==> src/hw/rtl/ovl_pkg.sv <==
`default_nettype none
// ----------------------------------------------------------------------------
// ovl_pkg
// Shared sizes, operation and status codes, and the command and status
// bundles between the list controller and the list datapath.
// ----------------------------------------------------------------------------
package ovl_pkg;

    localparam int CAPACITY      = 16;
    localparam int VALUE_W       = 32;
    localparam int ACTION_W      = 2;
    localparam int STATUS_W      = 2;
    localparam int ENTRY_COUNT_W = 5;
    localparam int CNT_W         = $clog2(CAPACITY + 1);
    localparam int IDX_W         = (CAPACITY > 1) ? $clog2(CAPACITY) : 1;
    localparam int SUM_W         = CNT_W + 1;

    typedef enum logic [ACTION_W-1:0] {
        ACT_APPEND = 2'd0,
        ACT_REMOVE = 2'd1,
        ACT_SEARCH = 2'd2
    } t_action;

    typedef enum logic [STATUS_W-1:0] {
        ST_DONE      = 2'd0,
        ST_NOT_FOUND = 2'd1,
        ST_FULL      = 2'd2
    } t_status;

    typedef struct packed {
        logic    load;
        logic    append;
        logic    scan_start;
        logic    scan;
        logic    advance;
        logic    shift_step;
        logic    dec_count;
        logic    resp_load;
        t_status resp_code;
    } t_dp_cmd;

    typedef struct packed {
        logic [ACTION_W-1:0] action;
        logic                full;
        logic                empty;
        logic                match;
        logic                scan_last;
        logic                shift_last;
    } t_dp_stat;

endpackage
`default_nettype wire

==> src/hw/rtl/ovl_datapath.sv <==
`default_nettype none
// ----------------------------------------------------------------------------
// ovl_datapath
// Entry memory, count, scan pointer, operand and result registers of the
// ordered value list. Acts only on commands from the controller.
// ----------------------------------------------------------------------------
module ovl_datapath (
    input  wire logic                              i_clk,
    input  wire logic                              i_rst_n,
    input  wire logic [ovl_pkg::ACTION_W-1:0]      i_action,
    input  wire logic [ovl_pkg::VALUE_W-1:0]       i_value,
    input  wire ovl_pkg::t_dp_cmd                  i_cmd,
    output ovl_pkg::t_dp_stat                      o_stat,
    output logic [ovl_pkg::STATUS_W-1:0]           o_status,
    output logic [ovl_pkg::ENTRY_COUNT_W-1:0]      o_entry_count
);

    logic [ovl_pkg::VALUE_W-1:0]  r_mem [ovl_pkg::CAPACITY];
    logic [ovl_pkg::ACTION_W-1:0] r_action;
    logic [ovl_pkg::VALUE_W-1:0]  r_value;
    logic [ovl_pkg::VALUE_W-1:0]  r_rd_data;
    logic [ovl_pkg::IDX_W-1:0]    r_idx;
    logic [ovl_pkg::CNT_W-1:0]    r_count;
    logic [ovl_pkg::STATUS_W-1:0] r_status;

    logic [ovl_pkg::SUM_W-1:0]    idx_p1;
    logic [ovl_pkg::SUM_W-1:0]    idx_p2;
    logic [ovl_pkg::SUM_W-1:0]    count_ext;
    logic                         wr_en;
    logic [ovl_pkg::IDX_W-1:0]    wr_addr;
    logic [ovl_pkg::VALUE_W-1:0]  wr_data;
    logic                         rd_en;
    logic [ovl_pkg::IDX_W-1:0]    rd_addr;
    logic [ovl_pkg::CNT_W+ovl_pkg::ENTRY_COUNT_W-1:0] count_wide;

    assign idx_p1    = ovl_pkg::SUM_W'(r_idx) + ovl_pkg::SUM_W'(1);
    assign idx_p2    = ovl_pkg::SUM_W'(r_idx) + ovl_pkg::SUM_W'(2);
    assign count_ext = ovl_pkg::SUM_W'(r_count);

    always_comb begin
        wr_en   = i_cmd.append | i_cmd.shift_step;
        wr_addr = i_cmd.append ? r_count[ovl_pkg::IDX_W-1:0] : r_idx;
        wr_data = i_cmd.append ? r_value : r_rd_data;
        rd_en   = 1'b0;
        rd_addr = '0;
        if (i_cmd.scan_start) begin
            rd_en   = 1'b1;
            rd_addr = '0;
        end else if (i_cmd.shift_step) begin
            rd_en   = (idx_p2 < count_ext);
            rd_addr = idx_p2[ovl_pkg::IDX_W-1:0];
        end else if (i_cmd.scan) begin
            rd_en   = (idx_p1 < count_ext);
            rd_addr = idx_p1[ovl_pkg::IDX_W-1:0];
        end
    end

    always_ff @(posedge i_clk) begin
        if (wr_en) begin
            r_mem[wr_addr] <= wr_data;
        end
        if (rd_en) begin
            r_rd_data <= r_mem[rd_addr];
        end
    end

    always_ff @(posedge i_clk) begin
        if (i_cmd.load) begin
            r_action <= i_action;
            r_value  <= i_value;
        end
        if (i_cmd.scan_start) begin
            r_idx <= '0;
        end else if (i_cmd.advance || i_cmd.shift_step) begin
            r_idx <= idx_p1[ovl_pkg::IDX_W-1:0];
        end
        if (i_cmd.resp_load) begin
            r_status <= i_cmd.resp_code;
        end
    end

    always_ff @(posedge i_clk) begin
        if (!i_rst_n) begin
            r_count <= '0;
        end else if (i_cmd.append) begin
            r_count <= r_count + ovl_pkg::CNT_W'(1);
        end else if (i_cmd.dec_count) begin
            r_count <= r_count - ovl_pkg::CNT_W'(1);
        end
    end

    assign count_wide = {{ovl_pkg::ENTRY_COUNT_W{1'b0}}, r_count};

    always_comb begin
        o_stat.action     = r_action;
        o_stat.full       = (r_count == ovl_pkg::CNT_W'(ovl_pkg::CAPACITY));
        o_stat.empty      = (r_count == '0);
        o_stat.match      = (r_rd_data == r_value);
        o_stat.scan_last  = (idx_p1 == count_ext);
        o_stat.shift_last = (idx_p2 == count_ext);
    end

    assign o_status      = r_status;
    assign o_entry_count = count_wide[ovl_pkg::ENTRY_COUNT_W-1:0];

endmodule
`default_nettype wire

==> src/hw/rtl/ovl_ctrl.sv <==
`default_nettype none
// ----------------------------------------------------------------------------
// ovl_ctrl
// Sequencer of the ordered value list: takes one request, steps the datapath
// through append, scan and compaction, and holds the result until taken.
// ----------------------------------------------------------------------------
module ovl_ctrl (
    input  wire logic              i_clk,
    input  wire logic              i_rst_n,
    input  wire logic              i_valid,
    output logic                   o_ready,
    output logic                   o_valid,
    input  wire logic              i_ready,
    input  wire ovl_pkg::t_dp_stat i_stat,
    output ovl_pkg::t_dp_cmd       o_cmd
);

    typedef enum logic [2:0] {
        S_IDLE,
        S_EXEC,
        S_SCAN,
        S_SHIFT,
        S_RESP
    } t_state;

    t_state r_state;
    t_state n_state;
    logic   r_valid;
    logic   n_valid;

    always_comb begin
        n_state = r_state;
        o_cmd   = '0;
        o_cmd.resp_code = ovl_pkg::ST_DONE;
        case (r_state)
            S_IDLE: begin
                if (i_valid) begin
                    o_cmd.load = 1'b1;
                    n_state    = S_EXEC;
                end
            end
            S_EXEC: begin
                case (i_stat.action)
                    ovl_pkg::ACT_APPEND: begin
                        o_cmd.resp_load = 1'b1;
                        if (i_stat.full) begin
                            o_cmd.resp_code = ovl_pkg::ST_FULL;
                        end else begin
                            o_cmd.append = 1'b1;
                        end
                        n_state = S_RESP;
                    end
                    ovl_pkg::ACT_REMOVE, ovl_pkg::ACT_SEARCH: begin
                        if (i_stat.empty) begin
                            o_cmd.resp_load = 1'b1;
                            o_cmd.resp_code = ovl_pkg::ST_NOT_FOUND;
                            n_state         = S_RESP;
                        end else begin
                            o_cmd.scan_start = 1'b1;
                            n_state          = S_SCAN;
                        end
                    end
                    default: begin
                        o_cmd.resp_load = 1'b1;
                        n_state         = S_RESP;
                    end
                endcase
            end
            S_SCAN: begin
                o_cmd.scan = 1'b1;
                if (i_stat.match) begin
                    if (i_stat.action == ovl_pkg::ACT_SEARCH) begin
                        o_cmd.resp_load = 1'b1;
                        n_state         = S_RESP;
                    end else if (i_stat.scan_last) begin
                        o_cmd.dec_count = 1'b1;
                        o_cmd.resp_load = 1'b1;
                        n_state         = S_RESP;
                    end else begin
                        n_state = S_SHIFT;
                    end
                end else if (i_stat.scan_last) begin
                    o_cmd.resp_load = 1'b1;
                    o_cmd.resp_code = ovl_pkg::ST_NOT_FOUND;
                    n_state         = S_RESP;
                end else begin
                    o_cmd.advance = 1'b1;
                end
            end
            S_SHIFT: begin
                o_cmd.shift_step = 1'b1;
                if (i_stat.shift_last) begin
                    o_cmd.dec_count = 1'b1;
                    o_cmd.resp_load = 1'b1;
                    n_state         = S_RESP;
                end
            end
            S_RESP: begin
                if (i_ready) begin
                    n_state = S_IDLE;
                end
            end
            default: begin
                n_state = S_IDLE;
            end
        endcase
        n_valid = (n_state == S_RESP);
    end

    always_ff @(posedge i_clk) begin
        if (!i_rst_n) begin
            r_state <= S_IDLE;
            r_valid <= 1'b0;
        end else begin
            r_state <= n_state;
            r_valid <= n_valid;
        end
    end

    assign o_ready = (r_state == S_IDLE);
    assign o_valid = r_valid;

endmodule
`default_nettype wire

==> src/hw/rtl/ordered_value_list_top.sv <==
`default_nettype none
// ----------------------------------------------------------------------------
// ordered_value_list_top
// Ordered list of up to CAPACITY signed 32-bit values with append, remove
// first match and search requests, each answered by a status and a count.
// ----------------------------------------------------------------------------
// One request is handled at a time. An append, a no-op code, or a remove or
// search on an empty list goes from the execute state straight to the
// result state, where result valid is raised. A search or remove walks the
// stored entries one per cycle through the single read port of the entry
// memory; a remove then shifts each later entry down one place per cycle,
// overlapping the read of the next entry with the write of the current one.
// The next request is taken in the cycle after the result is accepted. The
// list is empty after reset; no clearing pass.
// ----------------------------------------------------------------------------
module ordered_value_list_top (
    input  wire logic                                 i_clk,
    input  wire logic                                 i_rst_n,
    input  wire logic                                 i_valid,
    output logic                                      o_ready,
    input  wire logic [ovl_pkg::ACTION_W-1:0]         i_action,
    input  wire logic signed [ovl_pkg::VALUE_W-1:0]   i_value,
    output logic                                      o_valid,
    input  wire logic                                 i_ready,
    output logic [ovl_pkg::STATUS_W-1:0]              o_status,
    output logic [ovl_pkg::ENTRY_COUNT_W-1:0]         o_entry_count
);

    ovl_pkg::t_dp_cmd  dp_cmd;
    ovl_pkg::t_dp_stat dp_stat;

    ovl_ctrl u_ctrl (
        .i_clk   (i_clk),
        .i_rst_n (i_rst_n),
        .i_valid (i_valid),
        .o_ready (o_ready),
        .o_valid (o_valid),
        .i_ready (i_ready),
        .i_stat  (dp_stat),
        .o_cmd   (dp_cmd)
    );

    ovl_datapath u_datapath (
        .i_clk         (i_clk),
        .i_rst_n       (i_rst_n),
        .i_action      (i_action),
        .i_value       (i_value),
        .i_cmd         (dp_cmd),
        .o_stat        (dp_stat),
        .o_status      (o_status),
        .o_entry_count (o_entry_count)
    );

endmodule
`default_nettype wire

==> config.mk <==
export PLATFORM = sky130hd
export DESIGN_NAME = ordered_value_list_top
export DESIGN_NICKNAME = d
export VERILOG_FILES = /design/src/hw/rtl/ovl_pkg.sv /design/src/hw/rtl/ovl_datapath.sv /design/src/hw/rtl/ovl_ctrl.sv /design/src/hw/rtl/ordered_value_list_top.sv
export SDC_FILE = /design/constraint.sdc
export NUM_CORES = 1
export LEC_CHECK = 0
export BUFFER_PORTS_ARGS = -buffer_cell sky130_fd_sc_hd__buf_4
export CORE_ASPECT_RATIO = 1.2
export CORE_UTILIZATION = 58
export DETAILED_ROUTE_END_ITERATION = 12
export GPL_TIMING_DRIVEN = 0
export PLACE_DENSITY_LB_ADDON = 0.12
export SLEW_MARGIN = 20
export SYNTH_ARGS = -nofsm -noshare
export SYNTH_HDL_FRONTEND = slang
export SYNTH_SLANG_ARGS = --single-unit
==> constraint.sdc <==
create_clock -name i_clk -period 14.45 [get_ports i_clk]
set_input_delay 2.1675 -clock i_clk [delete_from_list [all_inputs] [get_ports i_clk]]
set_output_delay 2.1675 -clock i_clk [all_outputs]
set_load 0.1 [all_outputs]
==> impl_metrics.ini, run 1 <==
[cells_and_area]
final_cell_mix = edfxtp_1 (580), nand2_1 (374), nand3_1 (106)
multiInputGateArea_um2 = 6330
seqCellArea_um2 = 17700
syn_to_final_growth_pct = 14.0
layout_commonest_cell = edfxtp_1
drive_above_1_share_pct = 13.6
fin_util_pct = 67.0
nFillCells = 2919
fin_nets = 1974
diodes = 0

[clock_network]
worstSkewPairLatency_ns = 0.63
root_buffer = clkbuf_16
hold_buffers = 0
cts_setup_buffers = 0
post_cts_resized = 0
htreeDepth = 2
cts_sinks = 593
clk_pin_slew_ns = 0.07
cts_buffers = 56
cts.path.max_buffers = 3
cts_tree = yes

[die]
coreArea_um2 = 41700
rows = 82
design.die.area_um2 = 43000
die_x_um = 190
initial_core_util_pct = 58.8
die_h_um = 227
io_pins = 47

[sta]
min_period_over_period_pct = 27.7
setup_viol = 0
finalMaxSlewViolations = 0
finClkSkew_ns = 0.0208
hold_viol = 0
max_freq_mhz = 250
worst_pin_slew_ns = 1.09
max_slew_margin_pct = 26.9
fin_crit_ns = 4.00
tns_ns = 0
grt_setup_unrepaired = no

[placed_design]
io_buffers = 46
hpwl_um = 44500
gp_congestion = 0.853

[drt]
dr.pass1.iters = 5
remaining_drc_errors = 0
drtIter0Drc = 1907
via_per_inst = 6.41
vias = 16100
wl_per_cell_um = 26.6
drt.antenna.violating_nets = 0
routed_wl_um = 66700

[synth]
synth_top_area_cell = edfxtp_1
synth-seq-cells = 593
synthDominantCellAreaShare_pct = 71.1
synth_edf_count = 580
synthesis.area_um2 = 24500
seq_area_frac_synth_pct = 72.2
ys_async_sr_fraction_pct = 0
ys.warnings.count = 0
syn_area_per_cell_um2 = 13.7
synth_area_leaders = edfxtp_1 (71%), nand2_1 (5.7%), a211oi_1 (2.9%), and3_1 (2.6%), a31oi_1 (2.6%)
syn_nets = 1844
synth_cell_type_count = 64
synth_cells = 1787
synth_ff_type = edfxtp_1

[global_routing]
use_met1_pct = 40.7
grt_first_pass_wirelength_um = 98000
grt.busiest_layer = met2
grt_use_met2_pct = 51.7
antenna_found_initial = 1
use_met3_pct = 6.30
grt_max_degree = 25
grt_pass1_vias = 15600
overflow = 0
grt_usage_pct = 31.6

[critical_path]
critical_path_class = flop to primary output
worstPathArrival_ns = 1.83
cp_max_fo = 10
crit_required_ns = 12.28
reg2regPathDepth = 9
r2r-start = u_ctrl.r_state[1]
cp-end-kind = primary output
rrSetupSlack_ns = 11.06
reg2reg_to = u_datapath.r_mem[13][17]
cp-start-kind = flop

[power]
peakVddDrop_uv = 102
leakagePower_nw = 9.65
pwr_density_cell_nw_per_um2 = 129

[min_path]
hold_start = u_datapath.o_entry_count[3]
min_path_type = flop to flop
hold_depth = 2
hold_path_end = u_datapath.o_entry_count[3]

[outcome]
outcome = finished, final reports clean

[run]
max_cap_violations = 0
## Yosys cell counts, types with 32 or more instances
master and n:
a211oi_1 96, a22oi_1 33, a31oi_1 102, and3_1 103
buf_2 41, clkbuf_1 67, edfxtp_1 580, mux2_2 32
nand2_1 374, nand3_1 106, o211ai_1 34, xor2_1 34
## logic make-up (layout without fill, tap and decap cells)
family / count (synthesis) / in the layout / share of synthesized area, %
flip-flops: 593 / 593 / 72.2
XOR/XNOR: 40 / 40 / 1.51
AND/OR/NAND/NOR: 652 / 652 / 12.4
AO/OA/AOI/OAI: 312 / 312 / 8.84
adder cells (fa/ha/maj): 19 / 19 / 1.00
multiplexers: 33 / 33 / 1.51
buffers and inverters: 138 / 314 / 2.50
## report_power, final
group | internal, mW | switching (mW)
registers | 1.90 | 0.0145
clock network | 0.809 | 0.626
logic | 0.0723 | 0.189
## area by class of cell
type                            count  area share (%)
Sequential cell                   593            63.4
Multi-Input combinational cell   1056            22.7
Clock buffer                       67            5.25
Timing Repair Buffer               72            2.98
Tap cell                          546            2.45
Buffer                            124            2.01
Clock inverter                     37            1.10
Inverter                           14           0.188
## how the worst max path moves through the flow
stage                                startpoint                  endpoint  slack (ns)  depth (start not counted)
floorplan           u_datapath.o_entry_count[1]   u_datapath.r_rd_data[0]        8.18                          6
finish                        u_ctrl.r_state[0]                   o_ready       10.45                          4
global route                  u_ctrl.r_state[0]                   o_ready       10.40                          4
detailed placement            u_ctrl.r_state[0]                   o_ready       11.11                          4
CTS                           u_ctrl.r_state[0]                   o_ready       10.44                          4
global placement            u_datapath.r_idx[3]  u_datapath.r_rd_data[21]        5.04                          7
## sequential cells by signal (all words and copies together) (netlist names)
register and flops:
u_datapath.r_mem 512, u_datapath.r_rd_data 32, u_datapath.r_value 32, u_datapath.o_entry_count 5, u_datapath.r_idx 4, u_ctrl.r_state 3, u_datapath.o_status 2, u_datapath.r_action 2
u_ctrl.o_valid 1
## routing by layer
layer,wire length [um],share of wire [%]
met1,25200,38
met2,31900,48
met3,6580,9.9
met4,3020,4.5
met5,0,0
## critical path: stages (launching register included)
cell and delay, ns:
dfxtp_1 0.30, buf_4 0.17, buf_4 0.20, nor3_1 0.20, buf_4 0.33
## per-stage QoR
stage	cells	total power, mW	setup slack [ns]	hold slack [ns]	area, um2
final	2509	3.61	10.45	0.638	27900
after global placement	2379	2.20	5.04	0.606	25500
after CTS	2509	3.61	10.44	0.638	27900
after floorplan	1787	2.10	8.18	0.629	24500
after detailed placement	2405	2.21	11.11	0.616	26100
after global routing	2509	3.70	10.40	0.683	27900
Power figures use the tool's default switching activity.
==> inputs of run 2 (changes only) <==
==> constraint.sdc (replaced) <==
create_clock -name i_clk -period 3.8 [get_ports i_clk]
set_input_delay 0.57 -clock i_clk [delete_from_list [all_inputs] [get_ports i_clk]]
set_output_delay 0.57 -clock i_clk [all_outputs]
set_load 0.1 [all_outputs]
==> impl_metrics.ini, run 2 (same netlist as run 1, synthesis figures left out) <==
[outcome]
outcome = finished, final reports clean

[drt]
wl_per_cell_um = 26.6
drtIter0Drc = 1701
routed_wl_um = 66300
drt.antenna.violating_nets = 0
remaining_drc_errors = 0
dr.pass1.iters = 5
vias = 15900
via_per_inst = 6.37

[power]
pwr_density_cell_nw_per_um2 = 491
p_seq_share_pct = 53.2
sw_frac_of_total_pct = 22.9
p_int_mw = 10.6
leakagePower_nw = 9.64
p_clk_share_pct = 39.6
netSwitchingPower_mw = 3.13
peakVddDrop_uv = 441
p_total_mw = 13.7
p_comb_share_pct = 7.3

[cells_and_area]
nFillCells = 2939
final_cell_mix = edfxtp_1 (580), nand2_1 (374), nand3_1 (106)
reg_top3 = u_datapath.r_mem x512, u_datapath.r_rd_data x32, u_datapath.r_value x32
largest_reg_flops = 512
syn_to_final_growth_pct = 14.0
multiInputGateArea_um2 = 6340
fin_nets = 1970
top_register = u_datapath.r_mem
seqCellArea_um2 = 17700
drive_above_1_share_pct = 13.3
layout_commonest_cell = edfxtp_1
diodes = 0

[sta]
max_slew_margin_pct = 26.8
grt_setup_unrepaired = no
min_period_over_period_pct = 89.0
fin_crit_ns = 3.38
setup_viol = 0
finalMaxSlewViolations = 0
worst_pin_slew_ns = 1.09
finClkSkew_ns = 0.0218
hold_viol = 0
holdWs_ns = 0.118
max_freq_mhz = 296
worst_slack_ns = 0.418

[die]
design.die.area_um2 = 43000
io_pins = 47
die_h_um = 227
die_x_um = 190
coreArea_um2 = 41700
initial_core_util_pct = 58.8
rows = 82

[global_routing]
grt_max_degree = 28
antenna_found_initial = 0
grt_usage_pct = 31.5
overflow = 0
grt_pass1_vias = 15700
grt_first_pass_wirelength_um = 97800

[critical_path]
crit_family = buffers and inverters
critical_path_class = flop to flop
cpMaxStageDelayCell = nor2_4
cp-start-kind = flop
rrSetupSlack_ns = 0.42
worstPathArrival_ns = 3.70
cp_max_fo = 13
path_cells = buf_2 > nor2b_2 > buf_4 > buf_2 > and2_1 > nand2_1 > o22a_1 > nor2_4 > buf_16 > buf_16
crit_required_ns = 4.11
crit_buf_inv = 5
max_stage_delay_ns = 0.48
cp-end-kind = flop

[placed_design]
io_buffers = 46
dp_slack_ns = 0.481
hpwl_um = 44800
gp_congestion = 0.852

[clock_network]
cts_buffers = 56
cts_sinks = 593
cts_setup_buffers = 0
post_cts_resized = 0
cts_tree = yes
worstSkewPairLatency_ns = 0.63
htreeDepth = 2
clk_pin_slew_ns = 0.07
cts.path.max_buffers = 3
root_buffer = clkbuf_16
hold_buffers = 0

[min_path]
min_path_type = input pin to flop

[run]
max_cap_violations = 0
## run 2: final timing paths
check,start,end,cells past startpoint
worst max-delay path,u_ctrl.r_state[1],u_datapath.r_mem[13][15],10
worst min-delay path,i_value[1],u_datapath.r_value[1],1
worst max register to register,u_ctrl.r_state[1],u_datapath.r_mem[13][15],10
worst min register to register,u_datapath.o_entry_count[3],u_datapath.o_entry_count[3],2
## run 2: cell type report
class	count	area share [%]
Sequential cell	593	63.3
Multi-Input combinational cell	1056	22.7
Clock buffer	67	5.25
Timing Repair Buffer	68	3.08
Tap cell	546	2.45
Buffer	124	2.01
Clock inverter	28	0.951
Inverter	14	0.188
## run 2: power groups by stage
stage | registers (mW) | clock network (mW) | logic, mW
final | 7.28 | 5.42 | 0.997
after global routing | 7.28 | 5.69 | 1.07
after CTS | 7.28 | 5.44 | 0.982
after detailed placement | 7.42 | 0 | 0.975
after global placement | 7.42 | 0 | 0.941
after floorplan | 7.43 | 0 | 0.547
## run 2: stage by stage
step | cells | util, % | area [um2] | setup TNS (ns)
after detailed placement | 2401 | 62.8 | 26200 | 0
after CTS | 2496 | 67.0 | 27900 | 0
after global placement | 2379 | 61.3 | 25500 | -383.05
final | 2496 | 67.0 | 27900 | 0
after global routing | 2496 | 67.0 | 27900 | 0
after floorplan | 1787 | - | 24500 | -44.46
## run 2: layer usage
metal	track usage, %	part of all wire [%]	up-vias	wire, um
li1	-	-	7052	-
met1	40.8	37	7857	24800
met2	53.2	49	850	32700
met3	5.53	9.3	151	6140
met4	12.7	3.9	0	2580
met5	0	0	-	0
==> inputs of run 3 (changes only) <==
--- a/config.mk
+++ b/config.mk
@@ -6,12 +6,16 @@
 export NUM_CORES = 1
 export LEC_CHECK = 0
 export BUFFER_PORTS_ARGS = -buffer_cell sky130_fd_sc_hd__buf_4
+export CAP_MARGIN = 20
+export CELL_PAD_IN_SITES_DETAIL_PLACEMENT = 1
+export CELL_PAD_IN_SITES_GLOBAL_PLACEMENT = 1
 export CORE_ASPECT_RATIO = 1.2
-export CORE_UTILIZATION = 58
+export CORE_UTILIZATION = 52
 export DETAILED_ROUTE_END_ITERATION = 12
 export GPL_TIMING_DRIVEN = 0
 export PLACE_DENSITY_LB_ADDON = 0.12
 export SLEW_MARGIN = 20
 export SYNTH_ARGS = -nofsm -noshare
 export SYNTH_HDL_FRONTEND = slang
+export SYNTH_HIERARCHICAL = 1
 export SYNTH_SLANG_ARGS = --single-unit
==> impl_metrics.ini, run 3 <==
[critical_path]
path_cells = nor2_1 > and3_1 > and4b_1 > buf_2 > buf_4 > buf_4 > a21o_1 > buf_2 > nor2_2 > buf_2 > o21ai_0 > nand4_1
rrSetupSlack_ns = 0.02
cp_common_cell = buf_2
critical_path_class = flop to flop
cp-start-kind = flop
r2r-start = u_datapath/o_entry_count[3]
reg2reg_to = u_datapath/r_rd_data[18]
worstPathArrival_ns = 4.28
cp-end-kind = flop
crit_family = simple AND/OR/NAND/NOR gates
cpMaxStageDelayCell = nor2_2
reg2regPathDepth = 12
crit_buf_inv = 5
crit_required_ns = 4.30
cp_max_fo = 10
max_stage_delay_ns = 0.66

[drt]
remaining_drc_errors = 0
drt.antenna.violating_nets = 0
routed_wl_um = 99000
wl_per_cell_um = 31.1
dr.pass1.iters = 5
drtIter0Drc = 2296
vias = 21300
via_per_inst = 6.69

[cells_and_area]
reg_top3 = u_datapath/r_mem x512, u_datapath/r_rd_data x32, u_datapath/r_value x32
final_cell_mix = edfxtp_1 (580), nand2_1 (204), nor3_1 (196)
largest_reg_flops = 512
stdcell_count = 3186
fin_nets = 2498
top_register = u_datapath/r_mem
layout_commonest_cell = edfxtp_1
nFillCells = 5214
syn_to_final_growth_pct = 15.2
drive_above_1_share_pct = 14.0

[global_routing]
grt_pass1_vias = 22100
use_met3_pct = 6.60
grt_max_degree = 22
grt.busiest_layer = met2
use_met1_pct = 45.0
antenna_found_initial = 1
overflow = 0
grt_first_pass_wirelength_um = 143000
grt_use_met2_pct = 61.4
grt_usage_pct = 37.2

[outcome]
outcome = finished, final reports clean

[synth]
synth_top_area_cell = edfxtp_1
synth_ff_type = edfxtp_1
synth_cell_type_count = 57
ys.warnings.count = 6
synth_edf_count = 580
syn_nets = 2349
ys_async_sr_fraction_pct = 0
synth_area_leaders = edfxtp_1 (64%), nor3_1 (3.6%), o21ai_0 (3.4%), nand2_1 (2.8%), a21oi_1 (2.6%)
seq_area_frac_synth_pct = 65.1
synth_top_cells_by_count = edfxtp_1 (580), nand2_1 (204), nor3_1 (197)
syn_area_per_cell_um2 = 11.8
synthesis.area_um2 = 27200
synth-seq-cells = 593
synth_cells = 2292
synthDominantCellAreaShare_pct = 64.1
post-synth-top-count-cell = edfxtp_1

[placed_design]
io_buffers = 46
hpwl_um = 67100
gp_congestion = 0.918
dp.cells = 3052

[clock_network]
worstSkewPairLatency_ns = 0.65
cts_buffers = 60
root_buffer = clkbuf_16
cts_tree = yes
cts.path.max_buffers = 3
hold_buffers = 0
clk_pin_slew_ns = 0.06
htreeDepth = 2
cts_sinks = 593

[sta]
min_period_over_period_pct = 99.4
tns_ns = 0
setup_viol = 0
fin_crit_ns = 3.78
max_freq_mhz = 265
finClkSkew_ns = 0.0136
finalMaxSlewViolations = 0
worst_pin_slew_ns = 1.07
hold_viol = 0
max_slew_margin_pct = 27.4

[die]
design.die.area_um2 = 53100
die_x_um = 211
initial_core_util_pct = 52.8
die_h_um = 252
coreArea_um2 = 51500
io_pins = 47
rows = 91

[min_path]
hold_depth = 1
hold_start = i_value[6]
min_path_type = input pin to flop
hold_path_end = u_datapath/r_value[6]

[run]
max_cap_violations = 0

[power]
peakVddDrop_uv = 495
leakagePower_nw = 10.6
pwr_density_cell_nw_per_um2 = 523
## run 3: cell type report
| cell class | instances | area (um2) | area share (%) |
|---|---|---|---|
| antenna | 1 | 2.50 | 0.00800 |
| buffer | 185 | 895 | 2.86 |
| clock buffer | 81 | 1630 | 5.21 |
| clock inverter | 28 | 355 | 1.14 |
| inverter | 15 | 56.3 | 0.180 |
| multi-input combinational | 1498 | 8710 | 27.8 |
| sequential | 593 | 17700 | 56.5 |
| tap | 697 | 872 | 2.79 |
| timing repair buffer | 88 | 1090 | 3.49 |
## run 3: how the worst max path moves through the flow
stage	startpoint	end	slack, ns	cells after the start
floorplan	u_datapath/o_entry_count[0]	u_datapath/r_mem[13][0]	-0.31	6
global placement	u_ctrl/r_state[0]	u_datapath/r_mem[14][16]	-2.05	8
detailed placement	u_datapath/o_entry_count[0]	u_datapath/r_mem[4][14]	-0.86	8
CTS	u_datapath/o_entry_count[0]	u_datapath/r_mem[13][17]	0.009	7
global route	u_datapath/o_entry_count[3]	u_datapath/r_mem[11][16]	-0.02	7
finish	u_datapath/o_entry_count[3]	u_datapath/r_rd_data[18]	0.02	12
## run 3: repair_timing
item,CTS,global route
gates resized for setup,15,8
pin swaps,14,3
cloned,1,0
endpoints found under the setup margin,479,251
setup buffers,20,5
## run 3: power breakdown
group          total, mW  internal (mW)  switching [mW]
Clock               6.07           3.54            2.53
Sequential          7.36           7.29          0.0684
Combinational       2.93          0.927            2.01
## run 3: routing by layer
| metal | wire [um] | vias up |
|---|---|---|
| li1 | - | 8970 |
| met1 | 36200 | 10800 |
| met2 | 48000 | 1191 |
| met3 | 8220 | 345 |
| met4 | 6620 | 0 |
| met5 | 0 | - |
## run 3: cells by family (layout without fill, tap and decap cells)
logic type / after synthesis / in the layout / synth area share (%)
AO/OA/AOI/OAI: 531 / 531 / 12.0
XOR/XNOR: 42 / 42 / 1.35
adder cells (fa/ha/maj): 19 / 19 / 0.903
AND/OR/NAND/NOR: 842 / 843 / 14.7
other: 0 / 1 / 0
buffers and inverters: 202 / 397 / 3.46
flip-flops: 593 / 593 / 65.1
multiplexers: 63 / 63 / 2.47
## run 3: stage by stage
step / util, % / hold WS, ns / power [mW] / cell area [um2] / setup slack, ns
2_1_floorplan: - / 0.498 / 9.24 / 27200 / -0.308
3_3_place_gp: 55.2 / 0.556 / 10.1 / 28400 / -2.05
3_5_place_dp: 56.1 / 0.573 / 10.3 / 28900 / -0.862
4_1_cts: 60.7 / 0.0838 / 16.3 / 31200 / 0.00867
5_1_grt: 60.8 / 0.0879 / 16.8 / 31300 / -0.0247
6_report: 60.8 / 0.106 / 16.4 / 31300 / 0.0215
